===== src/hw/rtl/bost_pkg.sv =====
`timescale 1ns / 1ps
`default_nettype none

package bost_pkg;

   // Opcodes of a request
   localparam logic OP_START = 1'b0;
   localparam logic OP_DONE  = 1'b1;

   // Configuration register indexes
   localparam logic [1:0] CSR_BULK_IN   = 2'd0;
   localparam logic [1:0] CSR_BULK_OUT  = 2'd1;
   localparam logic [1:0] CSR_INTERFACE = 2'd2;

   // Final status codes
   localparam logic [1:0] ST_OK      = 2'd0;
   localparam logic [1:0] ST_INVALID = 2'd1;
   localparam logic [1:0] ST_IO      = 2'd2;
   localparam logic [1:0] ST_XFER    = 2'd3;

   localparam logic [31:0] CSW_SIGNATURE = 32'h5342_5355;
   localparam logic [31:0] CBW_BYTES     = 32'd31;
   localparam logic [31:0] CSW_BYTES     = 32'd13;
   localparam logic [7:0]  DATA_WAIT_MS  = 8'd10;
   localparam logic [7:0]  FLAGS_IN      = 8'h80;
   localparam logic [7:0]  FLAGS_OUT     = 8'h00;

   typedef enum logic [2:0] {
      ACT_WRAP  = 3'd0,
      ACT_DATA  = 3'd1,
      ACT_CLEAR = 3'd2,
      ACT_STAT  = 3'd3,
      ACT_RESET = 3'd4,
      ACT_DONE  = 3'd5
   } action_type;

   typedef enum logic [3:0] {
      PH_IDLE = 4'd0,
      PH_WRAP = 4'd1,
      PH_DATA = 4'd2,
      PH_DCLR = 4'd3,
      PH_STAT = 4'd4,
      PH_SCLR = 4'd5,
      PH_RREQ = 4'd6,
      PH_RIN  = 4'd7,
      PH_ROUT = 4'd8
   } phase_type;

   typedef struct packed {
      logic        opcode;
      logic [3:0]  unit_number;
      logic [7:0]  command_length;
      logic [31:0] data_length;
      logic        to_host;
      logic        action_ok;
      logic [31:0] moved_length;
      logic [31:0] status_signature;
      logic [31:0] status_tag;
      logic [31:0] status_residue;
      logic [7:0]  status_code;
   } req_type;

   // Classified request as it waits in the queue between front and back
   typedef struct packed {
      logic        start;
      logic        command_bad;
      logic [3:0]  unit_number;
      logic [4:0]  command_length;
      logic [31:0] data_length;
      logic        to_host;
      logic        action_ok;
      logic [31:0] moved_length;
      logic        signature_bad;
      logic [31:0] status_tag;
      logic [31:0] status_residue;
      logic [7:0]  status_code;
   } item_type;

   typedef struct packed {
      logic [2:0]  action;
      logic [3:0]  endpoint;
      logic        direction_in;
      logic [31:0] transfer_length;
      logic [7:0]  delay_ms;
      logic [31:0] wrapper_tag;
      logic [7:0]  wrapper_flags;
      logic [3:0]  wrapper_unit;
      logic [4:0]  wrapper_command_length;
      logic [1:0]  final_status;
      logic [31:0] residue;
   } rsp_type;

   typedef struct packed {
      logic [3:0] bulk_in_endpoint;
      logic [3:0] bulk_out_endpoint;
      logic [7:0] interface_number;
   } cfg_type;

endpackage

`default_nettype wire


===== src/hw/rtl/bost_queue.sv =====
`timescale 1ns / 1ps
`default_nettype none

// Two-entry queue; the head always sits in slot 0.
module bost_queue #(
   parameter int WIDTH = 8
) (
   input  wire logic             clock,
   input  wire logic             reset,
   input  wire logic             push,
   input  wire logic [WIDTH-1:0] push_data,
   output logic                  full,
   input  wire logic             pop,
   output logic [WIDTH-1:0]      pop_data,
   output logic                  empty
);

   logic [1:0]       valid_ff, valid_in;
   logic [WIDTH-1:0] slot0_ff, slot0_in;
   logic [WIDTH-1:0] slot1_ff, slot1_in;

   assign full     = valid_ff[1];
   assign empty    = !valid_ff[0];
   assign pop_data = slot0_ff;

   always_comb begin
      valid_in = valid_ff;
      slot0_in = slot0_ff;
      slot1_in = slot1_ff;
      if (push && pop) begin
         if (valid_ff[1]) begin
            slot0_in = slot1_ff;
            slot1_in = push_data;
         end else begin
            slot0_in = push_data;
         end
      end else if (push) begin
         if (valid_ff[0]) begin
            slot1_in    = push_data;
            valid_in[1] = 1'b1;
         end else begin
            slot0_in    = push_data;
            valid_in[0] = 1'b1;
         end
      end else if (pop) begin
         slot0_in = slot1_ff;
         valid_in = {1'b0, valid_ff[1]};
      end
   end

   always_ff @(posedge clock) begin
      if (reset) begin
         valid_ff <= 2'b00;
      end else begin
         valid_ff <= valid_in;
      end
      slot0_ff <= slot0_in;
      slot1_ff <= slot1_in;
   end

endmodule

`default_nettype wire


===== src/hw/rtl/bost_front.sv =====
`timescale 1ns / 1ps
`default_nettype none

// Classify a request: decode the opcode, check the command length and
// the status wrapper signature before it enters the queue.
module bost_front #(
   parameter int MAX_COMMAND_BYTES = 16
) (
   input  wire bost_pkg::req_type req,
   output bost_pkg::item_type     item
);

   always_comb begin
      item.start          = (req.opcode == bost_pkg::OP_START);
      item.command_bad    = (req.command_length > 8'(MAX_COMMAND_BYTES));
      item.unit_number    = req.unit_number;
      item.command_length = req.command_length[4:0];
      item.data_length    = req.data_length;
      item.to_host        = req.to_host;
      item.action_ok      = req.action_ok;
      item.moved_length   = req.moved_length;
      item.signature_bad  = (req.status_signature != bost_pkg::CSW_SIGNATURE);
      item.status_tag     = req.status_tag;
      item.status_residue = req.status_residue;
      item.status_code    = req.status_code;
   end

endmodule

`default_nettype wire


===== src/hw/rtl/bost_seq.sv =====
`timescale 1ns / 1ps
`default_nettype none

// Transport sequencer: one queued request per cycle while the response queue has room, next action out.
module bost_seq #(
   parameter int SETTLE_MS = 150
) (
   input  wire logic               clock,
   input  wire logic               reset,
   input  wire bost_pkg::cfg_type  cfg,
   input  wire bost_pkg::item_type item,
   input  wire logic               item_valid,
   output logic                    item_pop,
   output bost_pkg::rsp_type       rsp,
   output logic                    rsp_push,
   input  wire logic               rsp_full
);

   localparam logic [7:0] SETTLE_DELAY = (SETTLE_MS > 255) ? 8'd255 : 8'(SETTLE_MS);

   bost_pkg::phase_type phase_ff, phase_in;
   logic [31:0] tag_ff, tag_in;
   logic        retried_ff, retried_in;
   logic [31:0] expected_ff, expected_in;
   logic [31:0] actual_ff, actual_in;
   logic        read_dir_ff, read_dir_in;
   logic [1:0]  pending_ff, pending_in;

   logic        fire;
   logic        ok;
   logic        emit;
   logic        status_bad;
   logic        status_soft;
   logic [31:0] residue;
   logic [3:0]  data_endpoint;

   assign fire          = item_valid && !rsp_full;
   assign item_pop      = fire;
   assign rsp_push      = fire && emit;
   assign ok            = item.action_ok;
   assign data_endpoint = read_dir_ff ? cfg.bulk_in_endpoint : cfg.bulk_out_endpoint;
   assign status_bad    = item.signature_bad || (item.status_tag != (tag_ff - 32'd1)) ||
                          (item.status_code >= 8'd2);
   assign status_soft   = (actual_ff > expected_ff) || (item.status_code == 8'd1);

   // Fill in the shortfall when the device reports no residue
   always_comb begin
      residue = item.status_residue;
      if (item.status_residue == 32'd0 && expected_ff != 32'd0 && expected_ff != actual_ff) begin
         residue = expected_ff - actual_ff;
      end
   end

   // Next state
   always_comb begin
      phase_in    = phase_ff;
      tag_in      = tag_ff;
      retried_in  = retried_ff;
      expected_in = expected_ff;
      actual_in   = actual_ff;
      read_dir_in = read_dir_ff;
      pending_in  = pending_ff;
      if (fire) begin
         if (item.start) begin
            expected_in = item.data_length;
            read_dir_in = item.to_host;
            actual_in   = 32'd0;
            retried_in  = 1'b0;
            if (item.command_bad) begin
               pending_in = bost_pkg::ST_INVALID;
               phase_in   = bost_pkg::PH_RREQ;
            end else begin
               tag_in   = tag_ff + 32'd1;
               phase_in = bost_pkg::PH_WRAP;
            end
         end else begin
            case (phase_ff)
               bost_pkg::PH_WRAP: begin
                  if (!ok) begin
                     pending_in = bost_pkg::ST_XFER;
                     phase_in   = bost_pkg::PH_RREQ;
                  end else begin
                     retried_in = 1'b0;
                     phase_in   = (expected_ff == 32'd0) ? bost_pkg::PH_STAT
                                                         : bost_pkg::PH_DATA;
                  end
               end
               bost_pkg::PH_DATA: begin
                  actual_in = item.moved_length;
                  phase_in  = ok ? bost_pkg::PH_STAT : bost_pkg::PH_DCLR;
               end
               bost_pkg::PH_DCLR: begin
                  if (ok) begin
                     phase_in = bost_pkg::PH_STAT;
                  end else begin
                     pending_in = bost_pkg::ST_XFER;
                     phase_in   = bost_pkg::PH_RREQ;
                  end
               end
               bost_pkg::PH_STAT: begin
                  if (ok) begin
                     if (status_bad) begin
                        pending_in = bost_pkg::ST_IO;
                        phase_in   = bost_pkg::PH_RREQ;
                     end else begin
                        phase_in = bost_pkg::PH_IDLE;
                     end
                  end else if (retried_ff) begin
                     pending_in = bost_pkg::ST_XFER;
                     phase_in   = bost_pkg::PH_RREQ;
                  end else begin
                     phase_in = bost_pkg::PH_SCLR;
                  end
               end
               bost_pkg::PH_SCLR: begin
                  if (!ok) begin
                     pending_in = bost_pkg::ST_XFER;
                     phase_in   = bost_pkg::PH_RREQ;
                  end else begin
                     retried_in = 1'b1;
                     phase_in   = bost_pkg::PH_STAT;
                  end
               end
               bost_pkg::PH_RREQ: phase_in = ok ? bost_pkg::PH_RIN : bost_pkg::PH_IDLE;
               bost_pkg::PH_RIN:  phase_in = ok ? bost_pkg::PH_ROUT : bost_pkg::PH_IDLE;
               bost_pkg::PH_ROUT: phase_in = bost_pkg::PH_IDLE;
               default:           phase_in = phase_ff;
            endcase
         end
      end
   end

   // Result
   always_comb begin
      rsp  = '0;
      emit = 1'b1;
      if (item.start) begin
         if (item.command_bad) begin
            rsp.action = bost_pkg::ACT_RESET;
         end else begin
            rsp.action                 = bost_pkg::ACT_WRAP;
            rsp.endpoint               = cfg.bulk_out_endpoint;
            rsp.transfer_length        = bost_pkg::CBW_BYTES;
            rsp.wrapper_tag            = tag_ff;
            rsp.wrapper_flags          = item.to_host ? bost_pkg::FLAGS_IN : bost_pkg::FLAGS_OUT;
            rsp.wrapper_unit           = item.unit_number;
            rsp.wrapper_command_length = item.command_length;
         end
      end else begin
         case (phase_ff)
            bost_pkg::PH_WRAP: begin
               if (!ok) begin
                  rsp.action = bost_pkg::ACT_RESET;
               end else if (expected_ff == 32'd0) begin
                  rsp.action          = bost_pkg::ACT_STAT;
                  rsp.endpoint        = cfg.bulk_in_endpoint;
                  rsp.direction_in    = 1'b1;
                  rsp.transfer_length = bost_pkg::CSW_BYTES;
                  rsp.delay_ms        = bost_pkg::DATA_WAIT_MS;
               end else begin
                  rsp.action          = bost_pkg::ACT_DATA;
                  rsp.endpoint        = data_endpoint;
                  rsp.direction_in    = read_dir_ff;
                  rsp.transfer_length = expected_ff;
                  rsp.delay_ms        = bost_pkg::DATA_WAIT_MS;
               end
            end
            bost_pkg::PH_DATA: begin
               if (ok) begin
                  rsp.action          = bost_pkg::ACT_STAT;
                  rsp.endpoint        = cfg.bulk_in_endpoint;
                  rsp.direction_in    = 1'b1;
                  rsp.transfer_length = bost_pkg::CSW_BYTES;
               end else begin
                  rsp.action       = bost_pkg::ACT_CLEAR;
                  rsp.endpoint     = data_endpoint;
                  rsp.direction_in = read_dir_ff;
               end
            end
            bost_pkg::PH_DCLR, bost_pkg::PH_SCLR: begin
               if (ok) begin
                  rsp.action          = bost_pkg::ACT_STAT;
                  rsp.endpoint        = cfg.bulk_in_endpoint;
                  rsp.direction_in    = 1'b1;
                  rsp.transfer_length = bost_pkg::CSW_BYTES;
               end else begin
                  rsp.action = bost_pkg::ACT_RESET;
               end
            end
            bost_pkg::PH_STAT: begin
               if (ok) begin
                  if (status_bad) begin
                     rsp.action = bost_pkg::ACT_RESET;
                  end else begin
                     rsp.action       = bost_pkg::ACT_DONE;
                     rsp.final_status = status_soft ? bost_pkg::ST_IO : bost_pkg::ST_OK;
                     rsp.residue      = residue;
                  end
               end else if (retried_ff) begin
                  rsp.action = bost_pkg::ACT_RESET;
               end else begin
                  rsp.action       = bost_pkg::ACT_CLEAR;
                  rsp.endpoint     = cfg.bulk_in_endpoint;
                  rsp.direction_in = 1'b1;
               end
            end
            bost_pkg::PH_RREQ: begin
               if (ok) begin
                  rsp.action       = bost_pkg::ACT_CLEAR;
                  rsp.endpoint     = cfg.bulk_in_endpoint;
                  rsp.direction_in = 1'b1;
                  rsp.delay_ms     = SETTLE_DELAY;
               end else begin
                  rsp.action       = bost_pkg::ACT_DONE;
                  rsp.final_status = pending_ff;
               end
            end
            bost_pkg::PH_RIN: begin
               if (ok) begin
                  rsp.action   = bost_pkg::ACT_CLEAR;
                  rsp.endpoint = cfg.bulk_out_endpoint;
                  rsp.delay_ms = SETTLE_DELAY;
               end else begin
                  rsp.action       = bost_pkg::ACT_DONE;
                  rsp.final_status = pending_ff;
               end
            end
            bost_pkg::PH_ROUT: begin
               rsp.action       = bost_pkg::ACT_DONE;
               rsp.final_status = pending_ff;
               rsp.delay_ms     = ok ? SETTLE_DELAY : 8'd0;
            end
            default: emit = 1'b0;
         endcase
      end
   end

   always_ff @(posedge clock) begin
      if (reset) begin
         phase_ff    <= bost_pkg::PH_IDLE;
         tag_ff      <= 32'd0;
         retried_ff  <= 1'b0;
         expected_ff <= 32'd0;
         actual_ff   <= 32'd0;
         read_dir_ff <= 1'b0;
         pending_ff  <= 2'd0;
      end else begin
         phase_ff    <= phase_in;
         tag_ff      <= tag_in;
         retried_ff  <= retried_in;
         expected_ff <= expected_in;
         actual_ff   <= actual_in;
         read_dir_ff <= read_dir_in;
         pending_ff  <= pending_in;
      end
   end

endmodule

`default_nettype wire


===== src/hw/rtl/bulk_only_storage_transport.sv =====
// Host-side bulk-only mass storage transport sequencer.
// Request channel: drive req_data and raise push while full is low; a start
// request opens a command, a completion request reports on the last action.
// Response channel: while empty is low, rsp_data holds the oldest action
// (send wrapper, data, clear halt, read status, reset request, finished);
// raise pop to take it. A completion that arrives with no command open
// yields no response.
// Configuration: csr_wr_en, csr_index and csr_data write the IN endpoint,
// OUT endpoint and interface number; write only while the block is idle.
// A taken request is registered in the request queue; the sequencer step
// then writes its response into the response queue, from which pop takes it.
// Throughput: one request per cycle while the response queue has room, set
// by the sequencer step between the two-entry request and response queues.
// When the receiver stalls, the response queue fills, the sequencer holds,
// and the request queue fills until full rises; nothing is dropped.
// Reset (synchronous, active high) empties both queues, returns the
// sequencer to idle, clears the tag counter and the configuration.
`timescale 1ns / 1ps
`default_nettype none

module bulk_only_storage_transport #(
   parameter int MAX_COMMAND_BYTES = 16,
   parameter int SETTLE_MS         = 150
) (
   input  wire logic              clock,
   input  wire logic              reset,
   input  wire logic              push,
   output logic                   full,
   input  wire bost_pkg::req_type req_data,
   output logic                   empty,
   input  wire logic              pop,
   output bost_pkg::rsp_type      rsp_data,
   input  wire logic              csr_wr_en,
   input  wire logic [1:0]        csr_index,
   input  wire logic [7:0]        csr_data
);

   bost_pkg::cfg_type  cfg_ff, cfg_in;
   bost_pkg::item_type front_item;
   bost_pkg::item_type queued_item;
   bost_pkg::rsp_type  seq_rsp;
   logic               item_empty;
   logic               item_pop;
   logic               rsp_push;
   logic               rsp_full;

   // Configuration registers
   always_comb begin
      cfg_in = cfg_ff;
      if (csr_wr_en) begin
         case (csr_index)
            bost_pkg::CSR_BULK_IN:   cfg_in.bulk_in_endpoint  = csr_data[3:0];
            bost_pkg::CSR_BULK_OUT:  cfg_in.bulk_out_endpoint = csr_data[3:0];
            bost_pkg::CSR_INTERFACE: cfg_in.interface_number  = csr_data;
            default:                 cfg_in = cfg_ff;
         endcase
      end
   end

   always_ff @(posedge clock) begin
      if (reset) begin
         cfg_ff <= '0;
      end else begin
         cfg_ff <= cfg_in;
      end
   end

   // Front: classify the incoming request
   bost_front #(
      .MAX_COMMAND_BYTES(MAX_COMMAND_BYTES)
   ) u_front (
      .req (req_data),
      .item(front_item)
   );

   // Hold classified requests until the sequencer takes them
   bost_queue #(
      .WIDTH($bits(bost_pkg::item_type))
   ) u_req_queue (
      .clock    (clock),
      .reset    (reset),
      .push     (push && !full),
      .push_data(front_item),
      .full     (full),
      .pop      (item_pop),
      .pop_data (queued_item),
      .empty    (item_empty)
   );

   // Back: advance the transport one request per cycle while the response queue has room
   bost_seq #(
      .SETTLE_MS(SETTLE_MS)
   ) u_seq (
      .clock     (clock),
      .reset     (reset),
      .cfg       (cfg_ff),
      .item      (queued_item),
      .item_valid(!item_empty),
      .item_pop  (item_pop),
      .rsp       (seq_rsp),
      .rsp_push  (rsp_push),
      .rsp_full  (rsp_full)
   );

   // Hold responses until the receiver pops them
   bost_queue #(
      .WIDTH($bits(bost_pkg::rsp_type))
   ) u_rsp_queue (
      .clock    (clock),
      .reset    (reset),
      .push     (rsp_push),
      .push_data(seq_rsp),
      .full     (rsp_full),
      .pop      (pop && !empty),
      .pop_data (rsp_data),
      .empty    (empty)
   );

endmodule

`default_nettype wire


===== config.mk =====
export PLATFORM = sky130hd
export DESIGN_NAME = bulk_only_storage_transport
export DESIGN_NICKNAME = d
export VERILOG_FILES = /design/src/hw/rtl/bost_pkg.sv /design/src/hw/rtl/bost_queue.sv /design/src/hw/rtl/bost_front.sv /design/src/hw/rtl/bost_seq.sv /design/src/hw/rtl/bulk_only_storage_transport.sv
export SDC_FILE = /design/constraint.sdc
export NUM_CORES = 1
export LEC_CHECK = 0
export BUFFER_PORTS_ARGS = -buffer_cell sky130_fd_sc_hd__buf_2
export CAP_MARGIN = 10
export CORE_MARGIN = 4
export CORE_UTILIZATION = 38
export DETAILED_ROUTE_END_ITERATION = 7
export GPL_TIMING_DRIVEN = 0
export PLACE_DENSITY = 0.64
export SLEW_MARGIN = 20
export SYNTH_ARGS = -nofsm -noshare
export SYNTH_HDL_FRONTEND = slang
export SYNTH_SLANG_ARGS = --single-unit

===== constraint.sdc =====
create_clock -name clock -period 29.5 [get_ports clock]
set_input_delay 4.425 -clock clock [delete_from_list [all_inputs] [get_ports clock]]
set_output_delay 4.425 -clock clock [all_outputs]
set_load 0.01 [all_outputs]

== Word level (Yosys, flattened, before mapping) ==
Cells that the tools add are included.
Cells by class
  $add $sub $neg: 3
  multiply operators: 0
  divide/modulo/power cells: 0
  $lt $le $gt $ge: 3
  equal/unequal tests: 25
  shift-type cells: 0
  mux-type cells: 91
  bitwise operators: 4
  reduce and logical (&&, ||, !) cells: 51
Operator list (number)
  $mux W150: 9
  $mux W131: 9
  $mux W32: 5
  $mux W34: 3
  $mux W49: 2
  $pmux W32 S3: 1
  $logic_not A32 Y1: 2
  $ne A32 B32 Y1: 2
  $mux W47: 1
  $mux W45: 1
  $mux W37: 1
  $mux W3: 11
  $add A32 B1 Y32 const B: 1
  $gt A32 B32 Y1: 1
  $mux W4: 8
  $ne A32 B31 Y1 const B: 1
  $reduce_bool A32 Y1: 1
  $sub A32 B1 Y32 const B: 1
  $sub A32 B32 Y32: 1
  $mux W2: 14
  $pmux W4 S7: 1
  $mux W8: 3
  $pmux W4 S6: 1
  $mux W5: 4
  37 further kinds: 93
Word-level totals
  bits in registers: 678
  bits in latches: 0
  memory bits (writable): 0
  bits in read-only memories: 0
  input bits: 198
  word-level logic and storage cells: 194
  memories kept: 0

== Logic depth before layout (Yosys ltp) ==
Gate-level depths: netlist of the first run.
  depth after elaboration: 11
  depth in mapped cells: 14

== Cells and area by module ==
Synthesis of the first run repeated with hierarchy kept, for this count alone.
Unflattened totals
  cell total of the unflattened synthesis: 2333
  area total of the unflattened synthesis: 31411.4 um2
Modules (own cells, without submodules)
  bost_queue (u_req_queue): times used 1, cells an instance 487, area an instance 11029.3 um2, sequential area each 9048.7 um2
  bost_queue (u_rsp_queue): times used 1, cells an instance 428, area an instance 9995.8 um2, sequential area each 7907.6 um2
  bost_seq: times used 1, cells an instance 1189, area an instance 8453.1 um2, sequential area each 2082.0 um2
  bost_front: times used 1, cells an instance 162, area an instance 1228.7 um2, sequential area each 0.0 um2
  bulk_only_storage_transport: times used 1, cells an instance 67, area an instance 704.4 um2, sequential area each 320.3 um2

== Worst setup path before layout of the first run ==
No wires, ideal clock.
  kind: in2reg
  from: input push
  to: register u_req_queue.slot0_ff[0] (netlist: u_req_queue.pop_data[0]) (enable)
  data arrival time: 14.963 ns
  slack: 13.671 ns
  cell stages on the path: 2
  buffers on the path: 0
  path through: nand2b_1 o21ai_0
Between the ends
  cells in the longest elaborated chain, start to end: 4
RTL lines
  start: declaration: RTL line bulk_only_storage_transport.sv:27  | input wire logic push,
  $logic_and A1 B1 Y1 *: RTL line bulk_only_storage_transport.sv:82  | .push (push && !full),
  $logic_and A1 B1 Y1: RTL line bost_queue.sv:30  | if (push && pop) begin
  $ne A3 B3 Y1 (no line) / $reduce_bool A3 Y1 (equally long branches)
  $reduce_and A2 Y1 (no line) *
  end signal: assignment: RTL line bost_queue.sv:57  | slot0_ff <= slot0_in;
  end: declaration: RTL line bost_queue.sv:19  | logic [WIDTH-1:0] slot0_ff, slot0_in;
Mark *: on every way between the ends. The rest lies on a longest branch, timed or not.
A chain may end at the register's enable or synchronous reset.

== Final worst setup path of the first run ==
  from: input pop
  to: register u_rsp_queue.slot0_ff[73] (netlist: u_rsp_queue.pop_data[73]) (data pin)
Between the ends
  cells in the longest elaborated chain, start to end: 3
RTL lines
  start: declaration: RTL line bulk_only_storage_transport.sv:31  | input wire logic pop,
  $logic_and A1 B1 Y1: RTL line bulk_only_storage_transport.sv:114  | .pop (pop && !empty),
  $logic_and A1 B1 Y1: RTL line bost_queue.sv:30
  $mux W131: RTL line bost_queue.sv:30
  net u_rsp_queue.slot0_in[73]: RTL line bost_queue.sv:19
  end signal: assignment: RTL line bost_queue.sv:57
  end: declaration: RTL line bost_queue.sv:19
The timed path passes the listed nets, and every way through them passes these cells.

==> impl_metrics.tcl, run 1 <==
set metrics [dict create \
    cts_tree "yes" \
    routedWlPerCell_um 22.0 \
    ant_nets 0 \
    rsz0062_at_grt "false" \
    postCtsSetupRepairBufs 0 \
    synth.distinct_cells 81 \
    yosys_warnings 0 \
    gp_congestion 0.899 \
    dp_slack_ns 21.63 \
    avgSynthCellArea_um2 12.3 \
    antenna_found_initial 13 \
    dieArea_um2 81300 \
    drv_slew 0 \
    vias 20300 \
    htreeDepth 3 \
    worst_slack_ns 22.27 \
    p_sw_w 0.000833 \
    chipHeight_um 285 \
    clockPowerShare_pct 31.4 \
    setup_tns_ns 0 \
    io_pins 331 \
    fmax_mhz 138 \
    design.core.area_um2 76100 \
    drt_first_pass_iters 5 \
    worstSkewPairLatency_ns 0.60 \
    crit_required_ns 29.96 \
    final_nets 3034 \
    hold_viol 0 \
    port_buffers 315 \
    internal_power_w 0.00189 \
    synthArstFlopShare_pct 0 \
    grt_max_degree 55 \
    clk_pin_slew_ns 0.06 \
    leakage_nw 12.7 \
    initial_utilization_pct 38.4 \
    drive_gt1_share_pct 24.8 \
    postCtsHoldBufs 0 \
    powerDensity_nw_per_um2 78.0 \
    p_comb_share_pct 23.5 \
    numClockSinks 654 \
    status "complete, no violations" \
    layout_commonest_cell "edfxtp_1" \
    synthTopCellsByArea "edfxtp_1, dfxtp_1, mux2_2" \
    grt_first_pass_wirelength_mm 127 \
    row_count 101 \
    clock_tree.buffer_depth 3 \
    cts_resized 0 \
    cts_root_buffer "clkbuf_16" \
    period_share_pct 24.5 \
    die_w_um 285 \
    seq_power_share_pct 45.1 \
    path_class "in -> reg" \
    grt_overflow 0 \
    worstMarginPinSlew_ns 1.09 \
    drc 0 \
    synth_enable_flop_cells 538 \
    num-fill-cells 7027 \
    crit_fanout 10 \
    cp.arrival_ns 7.69 \
    grt_pass1_vias 20500 \
    cts_inserted_buffers 71 \
    first_iter_violations 1796 \
    yosysSeqAreaShare_pct 63.3 \
    ys_ff_latch 654 \
    min_path_type "reg -> reg" \
    dp_hpwl_mm 65.2 \
    yosys.area.top_type_share_pct 55.4 \
    cap_violations 0 \
    skew_ns 0.0209 \
    ir_drop_mv 0.0349 \
    netSwitchingFraction_pct 30.6 \
    final_cell_mix "edfxtp_1, nand2_1, buf_2, mux2_2, nor2_1" \
    critPathCaptureType "register" \
    critPathLaunchType "input port" \
    finalSetupViolations 0 \
    drt-total-wl_mm 85.4 \
    drt-vias-per-instance 5.22 \
    track_usage_pct 20.5 \
    ys.flop_type "edfxtp_1" \
    slew_headroom_pct 27.0 \
    area_growth_pct 19.4 \
    syn_area_um2 29200 \
    syn_inst 2379 \
    min_period_ns 7.23 \
    yosysTopAreaCell "edfxtp_1" \
]
-- synth_stat cells (7+ instances only) --
master    instances
a211oi_1          8
a21o_1            7
a21oi_1         155
a31oi_1          14
and2_1           68
and3_1           25
buf_2            12
buf_4            13
clkbuf_1        104
dfxtp_1         116
edfxtp_1        538
ha_1             36
inv_1            69
mux2_2          187
mux2i_1          15
nand2_1         355
nand2b_1         13
nand3_1          36
nand4_1          52
nor2_1          157
nor2b_1           7
nor3_1           30
nor4_1           31
o211ai_1         11
o21a_1            9
o21ai_0          55
o31ai_1          11
o31ai_2          18
or3_1            15
or4_1             7
xnor2_1          51
xor2_1           33
-- stage by stage --
stage          power, W  instances  hold slack (ns)  area [um2]  util [%]
2_1_floorplan   0.00163       2388            0.432       29200         -
3_3_place_gp    0.00189       3733            0.443       32100      42.2
3_5_place_dp    0.00188       3756            0.447       32600      42.9
4_1_cts         0.00274       3881            0.453       34800      45.8
5_1_grt         0.00284       3881            0.477       34800      45.8
6_report        0.00272       3886            0.450       34800      45.8
-- power by group through the flow --
stage | sequential, W | combinational [W] | clock [W]
after global routing | 0.00124 | 0.000691 | 0.000913
final | 0.00123 | 0.000638 | 0.000854
after global placement | 0.00130 | 0.000592 | 0
after detailed placement | 0.00125 | 0.000636 | 0
after CTS | 0.00123 | 0.000640 | 0.000875
after floorplan | 0.00128 | 0.000350 | 0
-- state kept, by name (all words and copies together) (netlist names) --
name,count
cfg_ff,8
u_req_queue.pop_data,150
u_req_queue.slot1_ff,150
u_req_queue.valid_ff,2
u_rsp_queue.pop_data,119
u_rsp_queue.slot1_ff,119
u_rsp_queue.valid_ff,2
u_seq.actual_ff,32
u_seq.expected_ff,32
u_seq.pending_ff,2
u_seq.phase_ff,4
u_seq.read_dir_ff,1
u_seq.retried_ff,1
u_seq.tag_ff,32
-- cells by family (layout without fill, tap and decap cells) --
family          Yosys count  in the layout  synth area share, %
compound gates          346            346                 7.54
buf+inv                 206            669                 2.92
xor+xnor                 84             84                 2.52
mux                     202            202                 7.73
flops                   654            654                 63.3
other cells               1             15               0.0129
simple gates            849            849                 14.3
fa+ha+maj                37             37                 1.61
-- layout make-up --
class	count	area, um2	area share (%)
Antenna cell	5	12.5	0.0359
Timing Repair Buffer	338	2070	5.95
Buffer	137	593	1.70
Clock buffer	84	1840	5.29
Inverter	69	259	0.743
Multi-Input combinational cell	1528	9950	28.5
Tap cell	1030	1290	3.70
Sequential cell	654	18500	53.0
Clock inverter	41	352	1.01
-- worst max-delay path, cell delays in order --
cell and delay, ns:
buf_2 0.13, and2_1 0.18, ha_1 0.30, mux2i_1 0.82, clkbuf_1 0.78, clkbuf_1 0.74
nand2_1 0.14, nand2_1 0.14
-- worst paths after layout --
check / from / to / slack, ns / cells past startpoint
max: pop / u_rsp_queue.pop_data[73] / 22.27 / 8
min: u_seq.actual_ff[20] / u_seq.actual_ff[20] / 0.45 / 2
max reg2reg: u_rsp_queue.valid_ff[1] / u_rsp_queue.pop_data[73] / 24.40 / 11
min reg2reg: u_seq.actual_ff[20] / u_seq.actual_ff[20] / 0.45 / 2
-- metal layers --
metal,vias to the layer above,share of wire (%),GRT usage [%]
met3,140,7.4,4.30
li1,9525,-,-
met4,16,2.9,6.63
met2,723,45,31.9
met1,9877,45,28.7
met5,-,0.098,0
Power figures use the tool's default switching activity.
==> inputs of run 2 (changes only) <==
==> constraint.sdc (replaced) <==
create_clock -name clock -period 7.1 [get_ports clock]
set_input_delay 1.065 -clock clock [delete_from_list [all_inputs] [get_ports clock]]
set_output_delay 1.065 -clock clock [all_outputs]
set_load 0.01 [all_outputs]
==> run 2 against run 1 <==
Wire length up 1.5%. Hold slack better by 0.0074 ns. Cell area up 0.37%. Die area unchanged. First-iteration DRC count up 2.8%. Count of clock-buffer cells in the layout up 14. Worst setup slack worse by 20 ns. Power rose to 4.2 times the previous value. Sequential power rose to 4.2 times the previous value. Sequential share of layout area down 0.19 points.
==> impl_metrics.tcl, run 2 (same netlist as run 1, synthesis figures left out) <==
set metrics [dict create \
    cp_top_family "buffers and inverters" \
    worstMarginPinSlew_ns 1.15 \
    ir_drop_mv 0.202 \
    path_buf_inv 5 \
    track_usage_pct 20.8 \
    r2r_cells 11 \
    skew_ns 0.0270 \
    fin_util_pct 46.0 \
    critical_path.cell_chain "nand2b_1 > inv_1 > o21ai_0 > clkbuf_1 > inv_1 > ha_1 > mux2i_1 > clkbuf_1 > clkbuf_1 > nand2_1 > nand2_1" \
    finalSetupViolations 0 \
    met1Wirelength_mm 39.6 \
    place_area_um2 32600 \
    drt-total-wl_mm 86.6 \
    worstHoldStart "u_seq.actual_ff[2]" \
    drt_first_pass_iters 7 \
    final_cell_mix "edfxtp_1, nand2_1, buf_2, mux2_2, nor2_1" \
    ant_nets 0 \
    path_class "reg -> reg" \
    io_pins 331 \
    reg2reg_from "u_rsp_queue.valid_ff[1]" \
    num-fill-cells 6985 \
    crit_fanout 10 \
    reg2reg_slack_ns 1.82 \
    slew_headroom_pct 22.5 \
    hold_depth 2 \
    vias 20300 \
    grt_first_pass_wirelength_mm 128 \
    final-seq-area_um2 18500 \
    die_w_um 285 \
    antenna_found_initial 10 \
    multi_input_area_um2 9930 \
    cts_resized 0 \
    cp_slowest_cell "clkbuf_1" \
    clk_pin_slew_ns 0.06 \
    slowest_delay_ns 0.86 \
    fin_area_um2 35000 \
    cp.arrival_ns 5.75 \
    min_path_type "reg -> reg" \
    hold_viol 0 \
    gp_congestion 0.877 \
    fmax_mhz 189 \
    postCtsSetupRepairBufs 0 \
    cts_inserted_buffers 72 \
    crit_required_ns 7.57 \
    row_count 101 \
    critPathCaptureType "register" \
    initial_utilization_pct 38.4 \
    grt_overflow 0 \
    cap_violations 0 \
    drv_slew 0 \
    drive_gt1_share_pct 24.4 \
    met2_length_mm 39.3 \
    status "complete, no violations" \
    min_period_ns 5.28 \
    leakage_nw 12.8 \
    rsz0062_at_grt "false" \
    worstSkewPairLatency_ns 0.64 \
    grt_max_degree 50 \
    numClockSinks 654 \
    powerDensity_nw_per_um2 329 \
    chipHeight_um 285 \
    top_layer "met5" \
    cts_root_buffer "clkbuf_16" \
    clock_tree.buffer_depth 3 \
    dieArea_um2 81300 \
    reg2reg_to "u_rsp_queue.pop_data[74]" \
    final_nets 3035 \
    holdPathEnd "u_seq.actual_ff[2]" \
    cp.depth 11 \
    cts_tree "yes" \
    wl_met3_mm 5.63 \
    critPathLaunchType "register" \
    first_iter_violations 1846 \
    layout_commonest_cell "edfxtp_1" \
    design.core.area_um2 76100 \
    drc 0 \
    cp_common_cell "clkbuf_1" \
    postCtsHoldBufs 0 \
    routedWlPerCell_um 22.3 \
    htreeDepth 3 \
    area_growth_pct 19.9 \
    grt_pass1_vias 20400 \
    port_buffers 315 \
    drt-vias-per-instance 5.22 \
    dp_hpwl_mm 65.8 \
    period_share_pct 74.4 \
]
[run 2: cell count changes in the layout (fill, tap and decap cells not counted), sizes merged]
| cell | before | now |
|---|---|---|
| diode | 5 | 3 |
| clkinv | 26 | 25 |
| inv | 76 | 73 |
| clkbuf | 188 | 202 |
| bufinv | 5 | 6 |
| clkinvlp | 3 | 1 |
[run 2: worst register-to-register path: stages, from the launching register on]
cell and delay (ns):
dfxtp_1 0.52, nand2b_1 0.44, inv_1 0.25, o21ai_0 0.22, clkbuf_1 0.57, inv_1 0.36, ha_1 0.38, mux2i_1 0.55
clkbuf_1 0.86, clkbuf_1 0.73, nand2_1 0.13, nand2_1 0.13
[run 2: report_power, final]
part | internal (W) | leakage (nW) | switching, W
Combinational | 0.000927 | 5.62 | 0.00172
Clock | 0.00217 | 1.15 | 0.00158
Sequential | 0.00486 | 5.98 | 0.000254
[run 2: final cells by class]
class                   count  share of cell area (%)
repair buffers            338                    5.80
clock inverters            36                    1.33
plain buffers             137                    1.70
flip-flops and latches    654                    52.8
diodes                      3                  0.0215
clock buffers              98                    5.52
multi-input cells        1528                    28.4
inverters                  69                   0.741
well taps                1030                    3.68
[run 2: per-stage QoR]
step / total power (W) / TNS [ns] / hold WS [ns] / worst slack [ns] / cells
CTS: 0.0116 / 0 / 0.457 / 1.78 / 3890
global route: 0.0120 / 0 / 0.478 / 1.50 / 3891
detailed placement: 0.00782 / 0 / 0.450 / 1.80 / 3756
global placement: 0.00776 / -297.70 / 0.443 / -0.917 / 3733
floorplan: 0.00670 / 0 / 0.432 / 1.57 / 2388
finish: 0.0115 / 0 / 0.458 / 1.82 / 3893
[run 2: worst max-delay path by stage]
| stage | startpoint | endpoint |
|---|---|---|
| floorplan | push | u_req_queue.pop_data[0] |
| global placement | u_rsp_queue.valid_ff[1] | u_req_queue.slot1_ff[44] |
| detailed placement | u_rsp_queue.valid_ff[1] | u_rsp_queue.pop_data[73] |
| CTS | u_rsp_queue.valid_ff[1] | u_rsp_queue.pop_data[73] |
| global route | u_seq.phase_ff[0] | u_rsp_queue.pop_data[68] |
| finish | u_rsp_queue.valid_ff[1] | u_rsp_queue.pop_data[74] |
[run 2: metal layers]
| layer | track usage [%] | up-vias |
|---|---|---|
| li1 | - | 9529 |
| met1 | 29.4 | 9998 |
| met5 | 0 | - |
| met4 | 5.98 | 12 |
| met3 | 4.28 | 116 |
| met2 | 32.5 | 652 |
==> inputs of run 3 (changes only) <==
==> constraint.sdc (replaced) <==
create_clock -name clock -period 5.2 [get_ports clock]
set_input_delay 0.78 -clock clock [delete_from_list [all_inputs] [get_ports clock]]
set_output_delay 0.78 -clock clock [all_outputs]
set_load 0.01 [all_outputs]
==> run 3 against run 2 <==
Clock skew increased by 0.0020 ns. Worst setup slack got worse by 1.5 ns. Cell area decreased by 0.23%. Global-route usage decreased by 0.20 points. Critical path depth unchanged. Sequential power increased by 36%. Sequential cell count unchanged. Non-clock buffer count decreased by 4. Register-to-register slack got worse by 1.5 ns. Die area unchanged. Largest cell class unchanged.
==> impl_metrics.tcl, run 3 (same netlist as run 1, synthesis figures left out) <==
set metrics [dict create \
    seq_power_share_pct 44.6 \
    drt-total-wl_mm 85.5 \
    final_cells 3886 \
    drive_gt1_share_pct 24.6 \
    routedWlPerCell_um 22.0 \
    min_period_ns 4.85 \
    critPathCaptureType "register" \
    clockPowerShare_pct 32.3 \
    htreeDepth 3 \
    first_iter_violations 2030 \
    cts_inserted_buffers 71 \
    clock_tree.buffer_depth 3 \
    worstMarginPinSlew_ns 1.14 \
    cp.arrival_ns 5.31 \
    critical_path.cell_chain "nand2b_1 > inv_1 > o21ai_0 > clkbuf_1 > inv_1 > ha_1 > mux2i_2 > clkbuf_1 > clkbuf_1 > nand2_1 > nand2_1" \
    grt_pass1_vias 20600 \
    slowest_delay_ns 0.75 \
    place_area_um2 32600 \
    drt-vias-per-instance 5.28 \
    drc 0 \
    clk_pin_slew_ns 0.07 \
    gp_congestion 0.888 \
    grt_overflow 0 \
    io_pins 331 \
    postCtsHoldBufs 0 \
    hold_viol 0 \
    crit_required_ns 5.66 \
    internal_power_w 0.0108 \
    worstSkewPairLatency_ns 0.62 \
    dieArea_um2 81300 \
    p_sw_w 0.00477 \
    cts_root_buffer "clkbuf_16" \
    crit_fanout 10 \
    port_buffers 315 \
    worst_slack_ns 0.352 \
    netSwitchingFraction_pct 30.6 \
    dp_slack_ns 0.169 \
    dp_cells 3753 \
    slew_headroom_pct 23.6 \
    leakage_nw 12.7 \
    die_w_um 285 \
    antenna_found_initial 10 \
    period_share_pct 93.2 \
    design.core.area_um2 76100 \
    vias 20500 \
    rsz0062_at_grt "false" \
    path_class "reg -> reg" \
    cp_common_cell "clkbuf_1" \
    final_cell_mix "edfxtp_1, nand2_1, buf_2, mux2_2, nor2_1" \
    grt_max_degree 65 \
    skew_ns 0.0291 \
    fmax_mhz 206 \
    cts_resized 0 \
    status "complete, no violations" \
    area_growth_pct 19.6 \
    min_path_type "in -> reg" \
    cp_slowest_cell "clkbuf_1" \
    layout_commonest_cell "edfxtp_1" \
    cap_violations 0 \
    ir_drop_mv 0.234 \
    powerDensity_nw_per_um2 447 \
    numClockSinks 654 \
    final_nets 3030 \
    fin_util_pct 45.9 \
    drt_first_pass_iters 6 \
    track_usage_pct 20.6 \
    dp_hpwl_mm 64.9 \
    critPathLaunchType "register" \
    row_count 101 \
    fin_area_um2 34900 \
    cts_tree "yes" \
    p_comb_share_pct 23.1 \
    chipHeight_um 285 \
    postCtsSetupRepairBufs 0 \
    grt_first_pass_wirelength_mm 128 \
    drv_slew 0 \
    whs_ns 0.350 \
    initial_utilization_pct 38.4 \
    ant_nets 0 \
    finalSetupViolations 0 \
]
[run 3: worst paths after layout]
check | startpoint | to | slack [ns] | cells past startpoint
hold / removal | req_data[135] | u_req_queue.slot1_ff[104] | 0.35 | 1
setup reg to reg | u_rsp_queue.valid_ff[1] | u_rsp_queue.pop_data[69] | 0.35 | 11
hold reg to reg | u_seq.actual_ff[12] | u_seq.actual_ff[12] | 0.45 | 2
setup / recovery | u_rsp_queue.valid_ff[1] | u_rsp_queue.pop_data[69] | 0.35 | 11
[run 3: critical path, delay by kind of cell (launching register included)]
family | cells | cell delay (ns)
buffers and inverters | 5 | 2.42
AND/OR/NAND/NOR | 3 | 0.67
multiplexers | 1 | 0.58
flip-flops | 1 | 0.43
adder cells (fa/ha/maj) | 1 | 0.36
AO/OA/AOI/OAI | 1 | 0.21
[run 3: routing by layer]
metal	vias to the layer above	track usage, %	wire length [um]
met5	-	0	76
met4	12	5.60	1800
met3	129	4.02	5410
met2	696	32.5	39100
met1	10200	29.1	39200
li1	9531	-	-
[run 3: power by group through the flow]
stage	clock [W]	sequential, W	combinational (W)
4_1_cts	0.00517	0.00697	0.00360
6_report	0.00504	0.00697	0.00360
3_5_place_dp	0	0.00707	0.00358
5_1_grt	0.00539	0.00702	0.00391
2_1_floorplan	0	0.00713	0.00199
3_3_place_gp	0	0.00719	0.00336
[run 3: through the flow]
stage / setup TNS [ns] / total power, W
finish: 0 / 0.0156
floorplan: 0 / 0.00912
global route: 0 / 0.0163
CTS: 0 / 0.0157
global placement: -488.03 / 0.0105
detailed placement: 0 / 0.0107
[run 3: cell type report]
type / count / area [um2]
fillers: 6994 / 41200
plain buffers: 136 / 596
flip-flops and latches: 654 / 18500
repair buffers: 335 / 1990
well taps: 1030 / 1290
inverters: 69 / 259
clock inverters: 38 / 399
clock buffers: 92 / 1930
multi-input cells: 1528 / 9950
diodes: 4 / 10.0
